`config.mk`:
```
export PLATFORM = sky130hd
export DESIGN_NAME = bsba_ram
export DESIGN_NICKNAME = d
export VERILOG_FILES = /design/src/rtl/core/bsba_ram.sv
export SDC_FILE = /design/constraint.sdc
export NUM_CORES = 1
export LEC_CHECK = 0
export ABC_AREA = 1
export BUFFER_PORTS_ARGS = -buffer_cell sky130_fd_sc_hd__buf_2
export CORE_MARGIN = 2
export CORE_UTILIZATION = 60
export DETAILED_ROUTE_END_ITERATION = 10
export HOLD_SLACK_MARGIN = 0.08
export PLACE_DENSITY = 0.76
export REMOVE_ABC_BUFFERS = 1
export SYNTH_ARGS = -nofsm -noshare
export SYNTH_HDL_FRONTEND = slang
export SYNTH_SLANG_ARGS = --single-unit
export TNS_END_PERCENT = 5
```
`constraint.sdc`:
```
create_clock -name clk -period 2.6 [get_ports clk]
set_clock_uncertainty 0.1 [all_clocks]
set_input_delay 0.52 -clock clk [delete_from_list [all_inputs] [get_ports clk]]
set_output_delay 0.52 -clock clk [all_outputs]
set_load 0.005 [all_outputs]
```
`src/rtl/core/bsba_ram.sv`:
```
// Generic single-write, single-read RAM with registered read data.
// No dependencies; used for the allocator's slot tables.
module bsba_ram #(
    parameter int WIDTH = 8,
    parameter int DEPTH = 16
) (
    input  logic                     clk,
    input  logic                     we,
    input  logic [$clog2(DEPTH)-1:0] waddr,
    input  logic [WIDTH-1:0]         wdata,
    input  logic [$clog2(DEPTH)-1:0] raddr,
    output logic [WIDTH-1:0]         rdata
);

    logic [WIDTH-1:0] mem_reg [DEPTH];

    // Write port and registered read port.
    always_ff @(posedge clk)
    begin
        if (we)
        begin
            mem_reg[waddr] <= wdata;
        end
        rdata <= mem_reg[raddr];
    end

endmodule

```
==> results.toml <==
[pwr]
irDropWorstVdd_v = 0.0005187
totalPowerFinal_mw = 4.913
p_leak_nw = 2.804
pwr_density_cell_nw_per_um2 = 758.2

[worst_hold_path]
whs_endpoint = "rdata[4]"
whs_path_depth = 3
hold_start = "raddr[3]"
hp-class = "in -> reg"

[die]
start_util_pct = 62.12
core_area_um2 = 9284
io_pins = 26
rows = 35
die_x_um = 102.0
die_area_um2 = 10410
fp.dieH_um = 102.0

[worst_setup_path]
reg2regPathDepth = 6
rr_endpoint = "rdata[7]"
reg2reg_slack_ns = 1.44
required_ns = 1.98
crit_path_top_delay_cell = "dfxtp_1"
critPathKind = "reg -> out"
crit_start = "rdata[7]"
slowest_delay_ns = 0.31
crit_family = "flip-flops"
end_kind = "output port"
cp_data_arrival_time_ns = 0.94
cp.depth = 1
cp_cell_sequence = "buf_2"
cp_max_fo = 1
cp-start-kind = "register"
worst-path-buf-inv = 1
r2r_start = "mem_reg[1][7]"

[clock_network]
clock_sinks = 136
tritoncts = "done"
root_buffer = "clkbuf_8"
cts.clk_slew.worst_paths_ns = 0.05
clock_latency_ns = 0.51
cts.htree.levels = 4
cts.path.max_buffers = 2
ctsHoldBuffers = 0
post-cts-setup-buffers = 0
post_cts_resized = 0
cts_inserted_buffers = 17

[global_route]
overflow = 0
track_usage_pct = 25.73
antenna_found_initial = 0
grt_max_degree = 65
grt_pass1_vias = 3553
grt_pass1_wl_mm = 19.12

[yosys]
synthDistinctLibCells = 12
synthSimpleGateAreaFrac_pct = 21.05
netlist.area_leader.share_pct = 66.65
syn_avg_cell_area_um2 = 10.47
synth_xor_area_share_pct = 0
synthMuxAreaShare_pct = 0
syn_inst = 551
ys_top_cells_by_area = "edfxtp_1 (67%), nand2_1 (11%), nand3_1 (8.4%)"
synth_top_family_by_area = "simple AND/OR/NAND/NOR gates"
synth-adder-area-share_pct = 0
ys_warn_count = 0
syn-cell-area_um2 = 5767
synth_compound_area_share_pct = 0
ys_ff_latch = 136
seq_area_frac_synth_pct = 69.43
yosys.area.top_type = "edfxtp_1"

[timing]
period_share_pct = 59.93
setup_viol = 0
min_period_ns = 1.558
max_freq_mhz = 641.8
hold_viol = 0
worst_pin_slew_ns = 0.7474
slew_headroom_pct = 49.99
slew_violations = 0
rsz0062_at_grt = "false"
setup_tns_ns = 0

[final_layout]
diodes = 0
largest_register_ffs = 128
syn_to_final_growth_pct = 12.37
drive_above_1_share_pct = 9.370
finalNetCount = 593
fillers = 667

[place]
port_buffers = 25
place_congestion = 0.8939
dp_hpwl_mm = 7.378

[detailed_routing]
drtIter0Drc = 382
totalWireLength_mm = 12.23
ant_nets = 0
drc = 0
first_pass_iters = 5
wire_per_inst_um = 17.08
vias_per_cell = 5.260
vias = 3766

[outcome]
outcome = "completed"

[run]
cap_viol_max_count = 0
[placed cells by master, fill, tap and decap left out, types with 5 or more instances in the layout]
cell type and n:
nor2_1 17, clkbuf_8 5, inv_1 100, edfxtp_1 128
dfxtp_1 8, nand2_1 173, buf_2 25, nand3_1 97
clkbuf_16 16, clkbuf_1 6
[power breakdown]
part           leakage [nW]  switching (mW)  internal [mW]
registers              1.22          0.0126           2.45
logic                  1.32           0.211         0.0823
clock network         0.260           0.795           1.36
total                  2.80            1.02           3.89
[how the worst max path moves through the flow]
stage and to:
6_report rdata[7], 5_1_grt rdata[4], 4_1_cts rdata[7], 3_5_place_dp mem_reg[15][4], 3_3_place_gp mem_reg[11][3], 2_1_floorplan rdata[2]
[logic make-up (layout without fill, tap and decap cells)]
logic type             after synthesis  in the layout
AND/OR/NAND/NOR                    289            289
flip-flops                         136            136
buffers and inverters              126            162
[cell type report]
class	instances	area [µm²]	share of cell area, %
sequential	136	4004	61.79
clock inverter	4	46.29	0.7144
clock buffer	27	491.7	7.588
multi-input combinational	289	1214	18.73
inverter	102	382.9	5.908
tap	129	161.4	2.491
timing repair buffer	29	180.2	2.780
[cell usage after synthesis]
master,number
buf_6,6
nor2_1,17
nand3b_1,2
nand3_1,97
dfxtp_1,8
buf_4,4
nand2_1,173
edfxtp_1,128
inv_1,100
buf_2,13
inv_2,2
buf_1,1
[stage by stage]
step	cell area (µm²)	setup WS [ns]	hold slack, ns	std cells	util [%]
floorplan	5600	0.9995	0.5067	527	-
global placement	5942	0.6841	0.5648	685	64.00
detailed placement	5942	0.6361	0.5595	685	64.00
CTS	6480	1.018	0.2568	716	69.80
global route	6480	0.9919	0.2829	716	69.80
finish	6480	1.042	0.2785	716	69.80
[metal layers]
layer	global-route usage (%)	wire length [µm]
met1	35.47	5161
met2	40.74	5908
met3	5.335	910
met4	10.36	252
met5	0	0
Note: power is estimated with default switching activity, not from simulation.
